[src/sv/rtd_pkg.sv]
// Shared types, widths and ROM contents for the RTD code-to-temperature core.
// Holds the resistance curve and calibration tables and their accessor functions.
// No dependencies; imported by every module of the block.
package rtd_pkg;

    localparam int CURVE_POINTS = 12;
    localparam int CALIB_POINTS = 12;

    // Resistance in hundredths of an ohm against temperature in hundredths of a degC.
    localparam int CURVE_RES [0:CURVE_POINTS-1] = '{
        8060, 8250, 10000, 10779, 11300, 11500, 11554, 12324, 13090, 13851, 15000, 15400
    };
    localparam int CURVE_TEMP [0:CURVE_POINTS-1] = '{
        -4927, -4449, 0, 2000, 3344, 3861, 4000, 6000, 8000, 10000, 13045, 14111
    };
    // Measured against standard temperature, both in hundredths of a degC.
    localparam int CALIB_MEAS [0:CALIB_POINTS-1] = '{
        -4658, -4156, 338, 2373, 3554, 4293, 4435, 6359, 7782, 8157, 8707, 8899
    };
    localparam int CALIB_STD [0:CALIB_POINTS-1] = '{
        -4927, -4449, 0, 2000, 3344, 3861, 4000, 6000, 8000, 10000, 13045, 14111
    };

    localparam int CODE_W    = 16;
    localparam int LIMIT_W   = 15;
    localparam int TEMP_W    = 17;
    localparam int CFG_IDX_W = 4;

    localparam logic [CFG_IDX_W-1:0] REG_MIN_VALID_CODE = CFG_IDX_W'(0);
    localparam logic [CFG_IDX_W-1:0] REG_MAX_VALID_CODE = CFG_IDX_W'(1);

    localparam logic [LIMIT_W-1:0] MIN_CODE_RST = LIMIT_W'(66);
    localparam logic [LIMIT_W-1:0] MAX_CODE_RST = LIMIT_W'(16056);

    // Resistance per code in Q16 ohm: 500/32768 ohm scaled by 65536.
    localparam int RES_PER_CODE = 1000;
    localparam int Q16_ONE      = 65536;
    localparam int PCT_SCALE    = 100;

    localparam int X_W     = 26;
    localparam int X100_W  = 34;
    localparam int DIFF_W  = 29;
    localparam int DY_W    = 14;
    localparam int N_W     = 44;
    localparam int U_W     = 42;
    localparam int D_W     = 27;
    localparam int MAG_W   = 24;
    localparam int Q_W     = 25;
    localparam int RECIP_K = 42;

    typedef enum logic {
        TBL_CURVE,
        TBL_CALIB
    } t_table;

    typedef enum logic [1:0] {
        SEL_LOW,
        SEL_HIGH,
        SEL_SEG
    } t_sel;

    typedef struct packed {
        logic vld;
        logic ok;
    } t_tag;

    function automatic int tbl_points(t_table tbl);
        return (tbl == TBL_CURVE) ? CURVE_POINTS : CALIB_POINTS;
    endfunction

    function automatic int tbl_x(t_table tbl, int idx);
        return (tbl == TBL_CURVE) ? CURVE_RES[idx] : CALIB_MEAS[idx];
    endfunction

    function automatic int tbl_y(t_table tbl, int idx);
        return (tbl == TBL_CURVE) ? CURVE_TEMP[idx] : CALIB_STD[idx];
    endfunction

    // Divisor scale: Q16 output for the curve, Q8 output for calibration.
    function automatic int tbl_den(t_table tbl);
        return (tbl == TBL_CURVE) ? 100 : 25600;
    endfunction

    function automatic int tbl_endscale(t_table tbl);
        return (tbl == TBL_CURVE) ? 65536 : 256;
    endfunction

    // Dividend bits dropped before the reciprocal multiply; 2**shift stays below half
    // of the smallest segment divisor.
    function automatic int tbl_shift(t_table tbl);
        return (tbl == TBL_CURVE) ? 11 : 20;
    endfunction

    function automatic int tbl_m_w(t_table tbl);
        return (tbl == TBL_CURVE) ? 30 : 21;
    endfunction

endpackage

[src/sv/rtd_interp.sv]
// Pipelined piecewise-linear interpolation over one constant ROM of the package.
// Segment search, slope multiply, and rounded division by reciprocal with correction.
// Depends on rtd_pkg.
module rtd_interp #(
    parameter rtd_pkg::t_table TBL = rtd_pkg::TBL_CURVE
) (
    input  logic                              i_clk,
    input  logic                              i_rst_n,
    input  logic                              i_en,
    input  rtd_pkg::t_tag                     i_tag,
    input  logic signed [rtd_pkg::X_W-1:0]    i_x,
    output rtd_pkg::t_tag                     o_tag,
    output logic signed [rtd_pkg::Q_W-1:0]    o_y
);
    import rtd_pkg::*;

    localparam int NPTS  = tbl_points(TBL);
    localparam int NSEG  = NPTS - 1;
    localparam int SEG_W = (NSEG > 1) ? $clog2(NSEG) : 1;
    localparam int SHIFT = tbl_shift(TBL);
    localparam int MW    = tbl_m_w(TBL);
    localparam int UH_W  = U_W - SHIFT;
    localparam int P_W   = UH_W + MW;
    localparam int QS    = RECIP_K - SHIFT;
    localparam int QD_W  = MAG_W + D_W;
    localparam int NSTG  = 11;

    localparam longint DEN   = longint'(tbl_den(TBL));
    localparam longint ES    = longint'(tbl_endscale(TBL));
    localparam longint Y0    = longint'(tbl_y(TBL, 0));
    localparam longint YN    = longint'(tbl_y(TBL, NPTS - 1));
    localparam longint HALF  = longint'(PCT_SCALE / 2);
    localparam longint LO_V  = (Y0 >= 0) ? (ES * Y0 + HALF) / PCT_SCALE
                                         : -((-ES * Y0 + HALF) / PCT_SCALE);
    localparam longint HI_V  = (YN >= 0) ? (ES * YN + HALF) / PCT_SCALE
                                         : -((-ES * YN + HALF) / PCT_SCALE);
    localparam logic signed [Q_W-1:0]    END_LO  = Q_W'(LO_V);
    localparam logic signed [Q_W-1:0]    END_HI  = Q_W'(HI_V);
    localparam logic signed [X100_W-1:0] X_SCALE = X100_W'(PCT_SCALE);

    logic signed [X100_W-1:0] thr    [0:NPTS-1];
    logic signed [DY_W-1:0]   dy_tab [0:NSEG-1];
    logic signed [N_W-1:0]    c_tab  [0:NSEG-1];
    logic [D_W-1:0]           d_tab  [0:NSEG-1];
    logic [D_W-1:0]           h_tab  [0:NSEG-1];
    logic [MW-1:0]            m_tab  [0:NSEG-1];

    for (genvar g = 0; g < NPTS; g++) begin : g_pt
        localparam longint TV = longint'(Q16_ONE) * longint'(tbl_x(TBL, g));
        assign thr[g] = X100_W'(TV);
    end

    for (genvar g = 0; g < NSEG; g++) begin : g_seg
        localparam longint DX  = longint'(tbl_x(TBL, g + 1)) - longint'(tbl_x(TBL, g));
        localparam longint DYV = longint'(tbl_y(TBL, g + 1)) - longint'(tbl_y(TBL, g));
        localparam longint DXE = (DX > 0) ? DX : 1;
        localparam longint DYE = (DX > 0) ? DYV : 0;
        localparam longint DV  = DXE * DEN;
        localparam longint CV  = longint'(Q16_ONE) * longint'(tbl_y(TBL, g)) * DXE;
        localparam longint MV  = (longint'(1) <<< RECIP_K) / DV;
        assign dy_tab[g] = DY_W'(DYE);
        assign c_tab[g]  = N_W'(CV);
        assign d_tab[g]  = D_W'(DV);
        assign h_tab[g]  = D_W'(DV / 2);
        assign m_tab[g]  = MW'(MV);
    end

    t_tag                     r_tag  [0:NSTG-1];
    t_sel                     r_mode [1:9];
    logic [SEG_W-1:0]         r_seg  [1:8];
    logic                     r_neg  [5:9];
    logic [U_W-1:0]           r_u    [5:7];
    logic [MAG_W-1:0]         r_q0   [7:8];
    logic signed [X100_W-1:0] r_x100_0;
    logic signed [X100_W-1:0] r_x100_1;
    logic [DIFF_W-1:0]        r_diff;
    logic signed [N_W-1:0]    r_prod;
    logic signed [N_W-1:0]    r_n;
    logic [P_W-1:0]           r_p;
    logic [QD_W-1:0]          r_qd;
    logic [U_W-1:0]           r_rem;
    logic [MAG_W-1:0]         r_mag;
    logic signed [Q_W-1:0]    r_y;

    logic signed [X100_W-1:0] n_x100;
    t_sel                     n_mode;
    logic [SEG_W-1:0]         n_seg;
    logic [DIFF_W-1:0]        n_diff;
    logic signed [N_W-1:0]    n_prod;
    logic signed [N_W-1:0]    n_n;
    logic signed [N_W-1:0]    h_ext;
    logic                     n_neg;
    logic [U_W-1:0]           n_u;
    logic [P_W-1:0]           n_p;
    logic [MAG_W-1:0]         n_q0;
    logic [QD_W-1:0]          n_qd;
    logic [U_W-1:0]           n_rem;
    logic [MAG_W-1:0]         n_mag;
    logic signed [Q_W-1:0]    n_y;

    assign n_x100 = X100_W'(i_x) * X_SCALE;

    always_comb begin
        n_seg = '0;
        if (r_x100_0 <= thr[0]) begin
            n_mode = SEL_LOW;
        end else if (r_x100_0 >= thr[NPTS-1]) begin
            n_mode = SEL_HIGH;
        end else begin
            n_mode = SEL_LOW;
            for (int i = NSEG - 1; i >= 0; i--) begin
                if (r_x100_0 >= thr[i] && r_x100_0 <= thr[i+1]) begin
                    n_mode = SEL_SEG;
                    n_seg  = SEG_W'(i);
                end
            end
        end
    end

    assign n_diff = DIFF_W'(r_x100_1 - thr[r_seg[1]]);
    assign n_prod = $signed({1'b0, r_diff}) * dy_tab[r_seg[2]];
    assign n_n    = c_tab[r_seg[3]] + r_prod;
    assign h_ext  = $signed(N_W'(h_tab[r_seg[4]]));
    assign n_neg  = r_n[N_W-1];
    assign n_u    = U_W'(n_neg ? (h_ext - r_n) : (h_ext + r_n));
    assign n_p    = P_W'(r_u[5][U_W-1:SHIFT]) * P_W'(m_tab[r_seg[5]]);
    assign n_q0   = MAG_W'(r_p >> QS);
    assign n_qd   = QD_W'(n_q0) * QD_W'(d_tab[r_seg[6]]);
    assign n_rem  = r_u[7] - U_W'(r_qd);
    assign n_mag  = r_q0[8] + MAG_W'(r_rem >= U_W'(d_tab[r_seg[8]]));

    always_comb begin
        case (r_mode[9])
            SEL_LOW:  n_y = END_LO;
            SEL_HIGH: n_y = END_HI;
            SEL_SEG:  n_y = r_neg[9] ? -$signed({1'b0, r_mag}) : $signed({1'b0, r_mag});
            default:  n_y = END_LO;
        endcase
    end

    always_ff @(posedge i_clk) begin
        if (!i_rst_n) begin
            for (int k = 0; k < NSTG; k++) begin
                r_tag[k] <= '0;
            end
        end else if (i_en) begin
            r_tag[0] <= i_tag;
            for (int k = 1; k < NSTG; k++) begin
                r_tag[k] <= r_tag[k-1];
            end
        end
    end

    always_ff @(posedge i_clk) begin
        if (i_en) begin
            r_x100_0 <= n_x100;
            r_x100_1 <= r_x100_0;
            r_mode[1] <= n_mode;
            for (int k = 2; k <= 9; k++) begin
                r_mode[k] <= r_mode[k-1];
            end
            r_seg[1] <= n_seg;
            for (int k = 2; k <= 8; k++) begin
                r_seg[k] <= r_seg[k-1];
            end
            r_diff <= n_diff;
            r_prod <= n_prod;
            r_n    <= n_n;
            r_neg[5] <= n_neg;
            for (int k = 6; k <= 9; k++) begin
                r_neg[k] <= r_neg[k-1];
            end
            r_u[5] <= n_u;
            r_u[6] <= r_u[5];
            r_u[7] <= r_u[6];
            r_p    <= n_p;
            r_q0[7] <= n_q0;
            r_q0[8] <= r_q0[7];
            r_qd   <= n_qd;
            r_rem  <= n_rem;
            r_mag  <= n_mag;
            r_y    <= n_y;
        end
    end

    assign o_tag = r_tag[NSTG-1];
    assign o_y   = r_y;

endmodule

[config.mk]
export PLATFORM = sky130hd
export DESIGN_NAME = rtd_interp
export DESIGN_NICKNAME = d
export VERILOG_FILES = /design/src/sv/rtd_pkg.sv /design/src/sv/rtd_interp.sv
export SDC_FILE = /design/constraint.sdc
export NUM_CORES = 2
export LEC_CHECK = 0
export ABC_AREA = 1
export BUFFER_PORTS_ARGS = -buffer_cell sky130_fd_sc_hd__buf_2
export CAP_MARGIN = 20
export CORE_MARGIN = 10
export CORE_UTILIZATION = 60
export CTS_CLUSTER_SIZE = 28
export DETAILED_ROUTE_END_ITERATION = 12
export HOLD_SLACK_MARGIN = 0.02
export PLACE_DENSITY = 0.88
export SETUP_SLACK_MARGIN = 0.1
export SLEW_MARGIN = 20
export SYNTH_ARGS = -nofsm -noshare
export SYNTH_HDL_FRONTEND = slang
export SYNTH_SLANG_ARGS = --single-unit
[constraint.sdc]
create_clock -name i_clk -period 7 [get_ports i_clk]
set_clock_uncertainty 0.05 [all_clocks]
set_input_delay 0.35 -clock i_clk [delete_from_list [all_inputs] [get_ports i_clk]]
set_output_delay 0.35 -clock i_clk [all_outputs]
set_load 0.02 [all_outputs]
# --- After elaboration in Yosys (flattened, before gate mapping) ---
# Memories as Yosys holds them, arrays and structs flattened.
# Cells that the tools add are included.
# W data, S select, Z words.
word_totals:
  register_bits: 364
  latch_bits: 0
  ram_bits: 251
  rom_bits: 3248
  in_bits: 31
  output_inout_bits: 27
  wordCells: 156
  mem_count: 13
mem_list:
  columns: ["memory", "depth", "width", "read_ports", "rd_ports_with_merged_regs", "write_ports", "line", "source"]
  rows:
  - ["(no name shown)", 16, 44, 1, 0, 0, "rtd_interp.sv:122", "assign n_n = c_tab[r_seg[3]] + r_prod;"]
  - ["(no name shown)", 16, 34, 1, 0, 0, "rtd_interp.sv:120", "assign n_diff = DIFF_W'(r_x100_1 - thr[r_seg[1]]);"]
  - ["(no name shown)", 16, 30, 1, 0, 0, "rtd_interp.sv:126", "assign n_p = P_W'(r_u[5][U_W-1:SHIFT]) * P_W'(m_tab[r_seg[5]]);"]
  - ["(no name shown)", 16, 27, 1, 0, 0, "rtd_interp.sv:130", "assign n_mag = r_q0[8] + MAG_W'(r_rem >= U_W'(d_tab[r_seg[8]]));"]
  - ["(no name shown)", 16, 27, 1, 0, 0, "rtd_interp.sv:128", "assign n_qd = QD_W'(n_q0) * QD_W'(d_tab[r_seg[6]]);"]
  - ["(no name shown)", 16, 27, 1, 0, 0, "rtd_interp.sv:123", "assign h_ext = $signed(N_W'(h_tab[r_seg[4]]));"]
  - ["+7 memories", null, null, null, null, null, null, null]
classes:
  n_addsub: 7
  multipliers: 4
  n_div: 0
  n_lt_le_gt_ge: 32
  n_eq_ne: 2
  shift: 0
  n_mux: 59
  bitwise: 18
  reduce_logical: 11
ops:
  columns: ["cell", "n"]
  rows:
  - ["$ge A34 B31 Y1 const B", 11]
  - ["$le A34 B31 Y1 const B", 11]
  - ["$mux W27", 6]
  - ["$mux W44", 2]
  - ["$mux W30", 2]
  - ["$mux W29", 2]
  - ["$mul A31 B30 Y55", 1]
  - ["$mux W4", 13]
  - ["$pmux W25 S2", 1]
  - ["$mux W2", 24]
  - ["$add A44 B44 Y44", 1]
  - ["$mul A30 B14 Y44", 1]
  - ["$add A28 B42 Y42", 1]
  - ["$ge A42 B27 Y1", 1]
  - ["$mul A24 B27 Y42", 1]
  - ["$mux W42", 1]
  - ["$sub A28 B42 Y42", 1]
  - ["$sub A42 B42 Y42", 1]
  - ["$ge A5 B5 Y1 const B", 7]
  - ["$not A4 Y5", 7]
  - ["$ge A34 B30 Y1 const B", 1]
  - ["$le A34 B30 Y1 const B", 1]
  - ["$mul A26 B6 Y32 const B", 1]
  - ["$sub A29 B29 Y29", 1]
  - ["9 further kinds", 34]

# --- Depth between registers and ports, before layout ---
depth:
  word_depth: 15
  depth_mapped: 38
  mapped_depth_nobuf: 37

# --- Least setup slack after synthesis ---
# Ideal clock, no wire load.
synth_timing:
  path_type: "reg-to-reg"
  from: "register, netlist name r_seg[0][21]"
  to: "register r_p[54] (data pin)"
  arrival_time_ns: 7.270
  required_ns: 6.698
  setup_slack_ns: -0.572
  path_stages_with_launch: 30
  period_less_slack_ns: 7.572
  path_cell_list: "edfxtp_1 -> inv_1 -> ha_1 -> nor2_1 -> nor3_1 -> clkbuf_1 -> nand2_1 -> fa_1 -> fa_1 -> fa_1 -> fa_1 -> inv_1 -> fa_1 -> fa_1 -> fa_1 -> inv_1 -> fa_1 -> inv_1 -> ha_1 -> nand2_1 -> nor2_1 -> inv_1 -> nor2_1 -> nand2_1 -> inv_1 -> nand4_1 -> o21ai_0 -> a21oi_1 -> nand3_1 -> nand2_1"
synth_lines:
  columns: ["element", "line", "source"]
  rows:
  - ["to (signal assigned)", "rtd_interp.sv:176", "r_p <= n_p;"]
  - ["to (decl)", "rtd_interp.sv:79", "logic [P_W-1:0] r_p;"]

==> metrics.md <==
| Metric | Value |
|---|---|
| Sequential fraction of the synthesis area | `0.205` |
| Core box area | `between 100000 and 150000 µm²` |
| Initial antenna violation count | `12` |
| Starting DRC count in detailed routing | `a little over 8000` |
| Synthesis-stage register bit count | `about 570` |
| Crit start category | `flop` |
| Vias | `about 74000` |
| Footprint of the multi-input gates | `roughly 60000 µm²` |
| Crit Path Max Fanout | `4` |
| Vias in the first global route | `~76000` |
| Wire length on met2 | `134000 µm` |
| Worst Hold Class | `in -> reg` |
| Fin crit period | `approximately 8500 ps` |
| Post-synth EDFFs | `around 570` |
| Die H | `between 300 and 400 µm` |
| Row cnt | `between 100 and 150` |
| Cell mode on critical path | `fa_1` |
| Fillers | `around 9300` |
| Clk buf depth | `3` |
| Hold_sp | `i_x[4]` |
| Port bufs | `57` |
| # H-tree levels | `3` |
| Vias per cell | `between 5 and 6` |
| Clk_lat worst skew | `between 600 and 700 ps` |
| WL met3 | `roughly 36000 µm` |
| Routed wire per std cell | `23.8 µm` |
| Final WS setup | `-1540 ps` |
| Min-Delay Endpoint | `r_x100_0[6]` |
| Syn_nets | `approximately 12000` |
| Post-DP HPWL | `around 220000 µm` |
| Layout cells sized above 1 | `0.208` |
| Wl on met1 | `roughly 96000 µm` |
| Async SR Flop Fraction | `0` |
| Horiz. Die Dim | `just under 400 µm` |
| Setup TNS | `-31270 ps` |
| Least-Margin Pin Slew | `between 1000 and 1500 ps` |
| RSZ-0062 raised after global routing | `yes` |
| Root buf cell | `clkbuf_16` |
| Cell variety after synth | `slightly below 60` |
| IO Count | `58` |
| R2R Path End | `r_qd[30]` |
| Max_cap viols | `0` |
| Final period util | `1.22` |
| Worst hold stages | `3` |
| Top sig layer | `met5` |
| Routed Antenna Nets | `0` |
| DRT Wirelength | `around 300000 µm` |
| Starting Density | `0.602` |
| Slew HR | `0.188` |
| Largest net degree at the start of global routing | `~170` |
| Max-slew violation count | `0` |
| GR Overflow Total | `0` |
| First-pass GRT wire length | `about 420000 µm` |
| Mean post-synth cell area | `roughly 8.7 µm²` |
| # clock sinks | `between 500 and 600` |
| Total GRT Usage | `0.352` |
| Register area | `around 17000 µm²` |
| Synth Instances | `slightly below 10000` |
| Hold slack | `roughly 110 ps` |
| CP max stage delay | `860 ps` |
| CP Capture Type | `flop` |
| R2r worst-path depth | `29` |
| Placer Congestion | `~1.1` |
| Final hold vios | `0` |
| Kind of critical path | `reg -> reg` |
| Failing checks | `negative setup slack` |
| Area of the mapped netlist | `between 80000 and 90000 µm²` |
| CTS buffer count | `66` |
| Max Clk Rate | `approximately 120 MHz` |
| Critical path required time | `approximately 7500 ps` |
| CP max-delay cell | `fa_1` |
| Die ar. | `approximately 150000 µm²` |
| DRC Markers | `0` |
| Status | `finished with violations` |
| Final #Nets | `approximately 13000` |
| CTS tree | `done` |
| Crit path DAT | `roughly 9000 ps` |
| Worst-path clk slew | `approximately 60 ps` |
| Final setup fails | `between 40 and 50` |
| Worst reg2reg startpoint | `r_seg[0][25]` |
| Area growth syn-to-layout | `21.9%` |
| DRT Pass-1 Iters | `13` |
| Dominant synthesized flop cell | `edfxtp_1` |
| R2R Setup Slk | `-1540 ps` |
| Synth warn | `0` |
## placed cells by master (no fill, tap or decap), types with 16 or more instances in the layout
| cell | synthesis | final |
|---|---|---|
| inv_1 | 2252 | 2091 |
| nand2_1 | 1529 | 1394 |
| fa_1 | 1368 | 1272 |
| nor2_1 | 1385 | 1196 |
| buf_4 | 3 | 883 |
| ha_1 | 755 | 657 |
| edfxtp_1 | 571 | 571 |
| a21oi_1 | 358 | 275 |
| o21ai_0 | 238 | 180 |
| xor2_1 | 186 | 170 |
| nand3_1 | 197 | 168 |
| inv_2 | 7 | 148 |
| nor2_2 | 25 | 128 |
| fa_2 | 0 | 96 |
| ha_4 | 0 | 91 |
| nor2_4 | 3 | 89 |
| nand2_2 | 8 | 88 |
| buf_6 | 0 | 88 |
| buf_12 | 0 | 78 |
| xnor2_1 | 77 | 72 |
| clkbuf_16 | 0 | 68 |
| nand4_1 | 61 | 61 |
| a21oi_2 | 3 | 58 |
| nand2_4 | 1 | 56 |
| buf_2 | 8 | 56 |
| nor3_1 | 64 | 53 |
| clkinv_1 | 47 | 41 |
| o21ai_1 | 12 | 33 |
| o21ai_2 | 2 | 31 |
| a21oi_4 | 0 | 28 |
| a21o_1 | 27 | 27 |
| a31oi_1 | 41 | 27 |
| nand3_2 | 4 | 24 |
| nor4_1 | 32 | 22 |
| o21bai_1 | 22 | 20 |
| o21a_1 | 17 | 16 |
## layout make-up
class,instances,share of cell area
clock inverter,40,0.00371
sequential,571,0.168
tap,1876,0.0230
inverter,2306,0.0862
antenna,9,0.000221
clock buffer,78,0.0168
multi-input combinational,6540,0.605
timing repair buffer,1128,0.0964
timing repair inverter,3,0.000282
## metal layers
layer | global-route usage | vias up
met5 | 0 | -
met4 | 0.245 | 12
li1 | - | 31300
met2 | 0.572 | 5193
met1 | 0.402 | 35400
met3 | 0.0980 | 1995
## registers in the layout (all words and copies together) (netlist names)
signal and cells:
o_y 25, r_u 123, r_x100_1 27, r_mode 18, r_p 24, r_n 41, r_prod 42, r_x100_0 32
r_rem 41, r_mag 24, r_tag 22, r_diff 27, r_q0 48, r_neg 5, r_qd 40, r_seg 32
## worst max-delay path, delay by kind of cell (launching register included)
kind,cells,cell delay (ps)
adders and majority gates,9,4400
AOI/OAI and AO/OA,2,920
buffers and inverters,11,1400
and+or+nand+nor,6,870
xor gates and xnor gates,1,220
DFF,1,490
## how the worst max path moves through the flow
stage          depth (start not counted)         start       end
2_1_floorplan                         33  r_seg[0][22]   r_p[54]
4_1_cts                               31  r_seg[0][21]   r_p[49]
3_5_place_dp                          30  r_seg[0][21]   r_p[51]
5_1_grt                               29  r_seg[0][25]  r_qd[30]
3_3_place_gp                          30  r_seg[0][21]   r_p[51]
6_report                              29  r_seg[0][25]  r_qd[30]
## per-stage QoR
stage | setup WS (ps) | cell area [µm²] | utilization | std cells
after floorplan | -150 | 84400 | - | 9635
after global placement | -723 | 93400 | 0.671 | 12200
after detailed placement | -771 | 93400 | 0.671 | 12200
after CTS | -547 | 98900 | 0.711 | 12500
after global routing | -1470 | 102000 | 0.733 | 12500
final | -1540 | 102000 | 0.733 | 12600
## synthesized netlist by cell type (47+ instances only)
master    number  area [µm²]
fa_1        1368       27400
nand4_1       61         382
nand2_1     1529        5740
xnor2_1       77         674
o21ai_0      238        1190
clkbuf_1     199         747
clkinv_1      47         176
nor3_1        64         320
xor2_1       186        1630
nand3_1      197         986
inv_1       2252        8450
nor2_1      1385        5200
a21oi_1      358        1790
edfxtp_1     571       17100
ha_1         755        9450
## cells by family after synthesis
family	after synthesis	synth area share
compound gates	810	0.0545
xor+xnor	264	0.0277
fa+ha+maj	2123	0.440
buf+inv	2524	0.113
flops	571	0.205
mux	1	0.000164
simple gates	3342	0.160
## repair_timing
item                                    CTS  global route
hold buffers                              8             0
gates cloned                              6             3
pin swaps                               238           355
endpoints found under the setup margin   62            73
setup buffers                           106            88
resized for setup                       622           638
hold endpoints to repair                  9             0
Power is left out: the tool's default activity adds up to more than one toggle a clock period on the data nets, which glitch-free logic cannot reach.
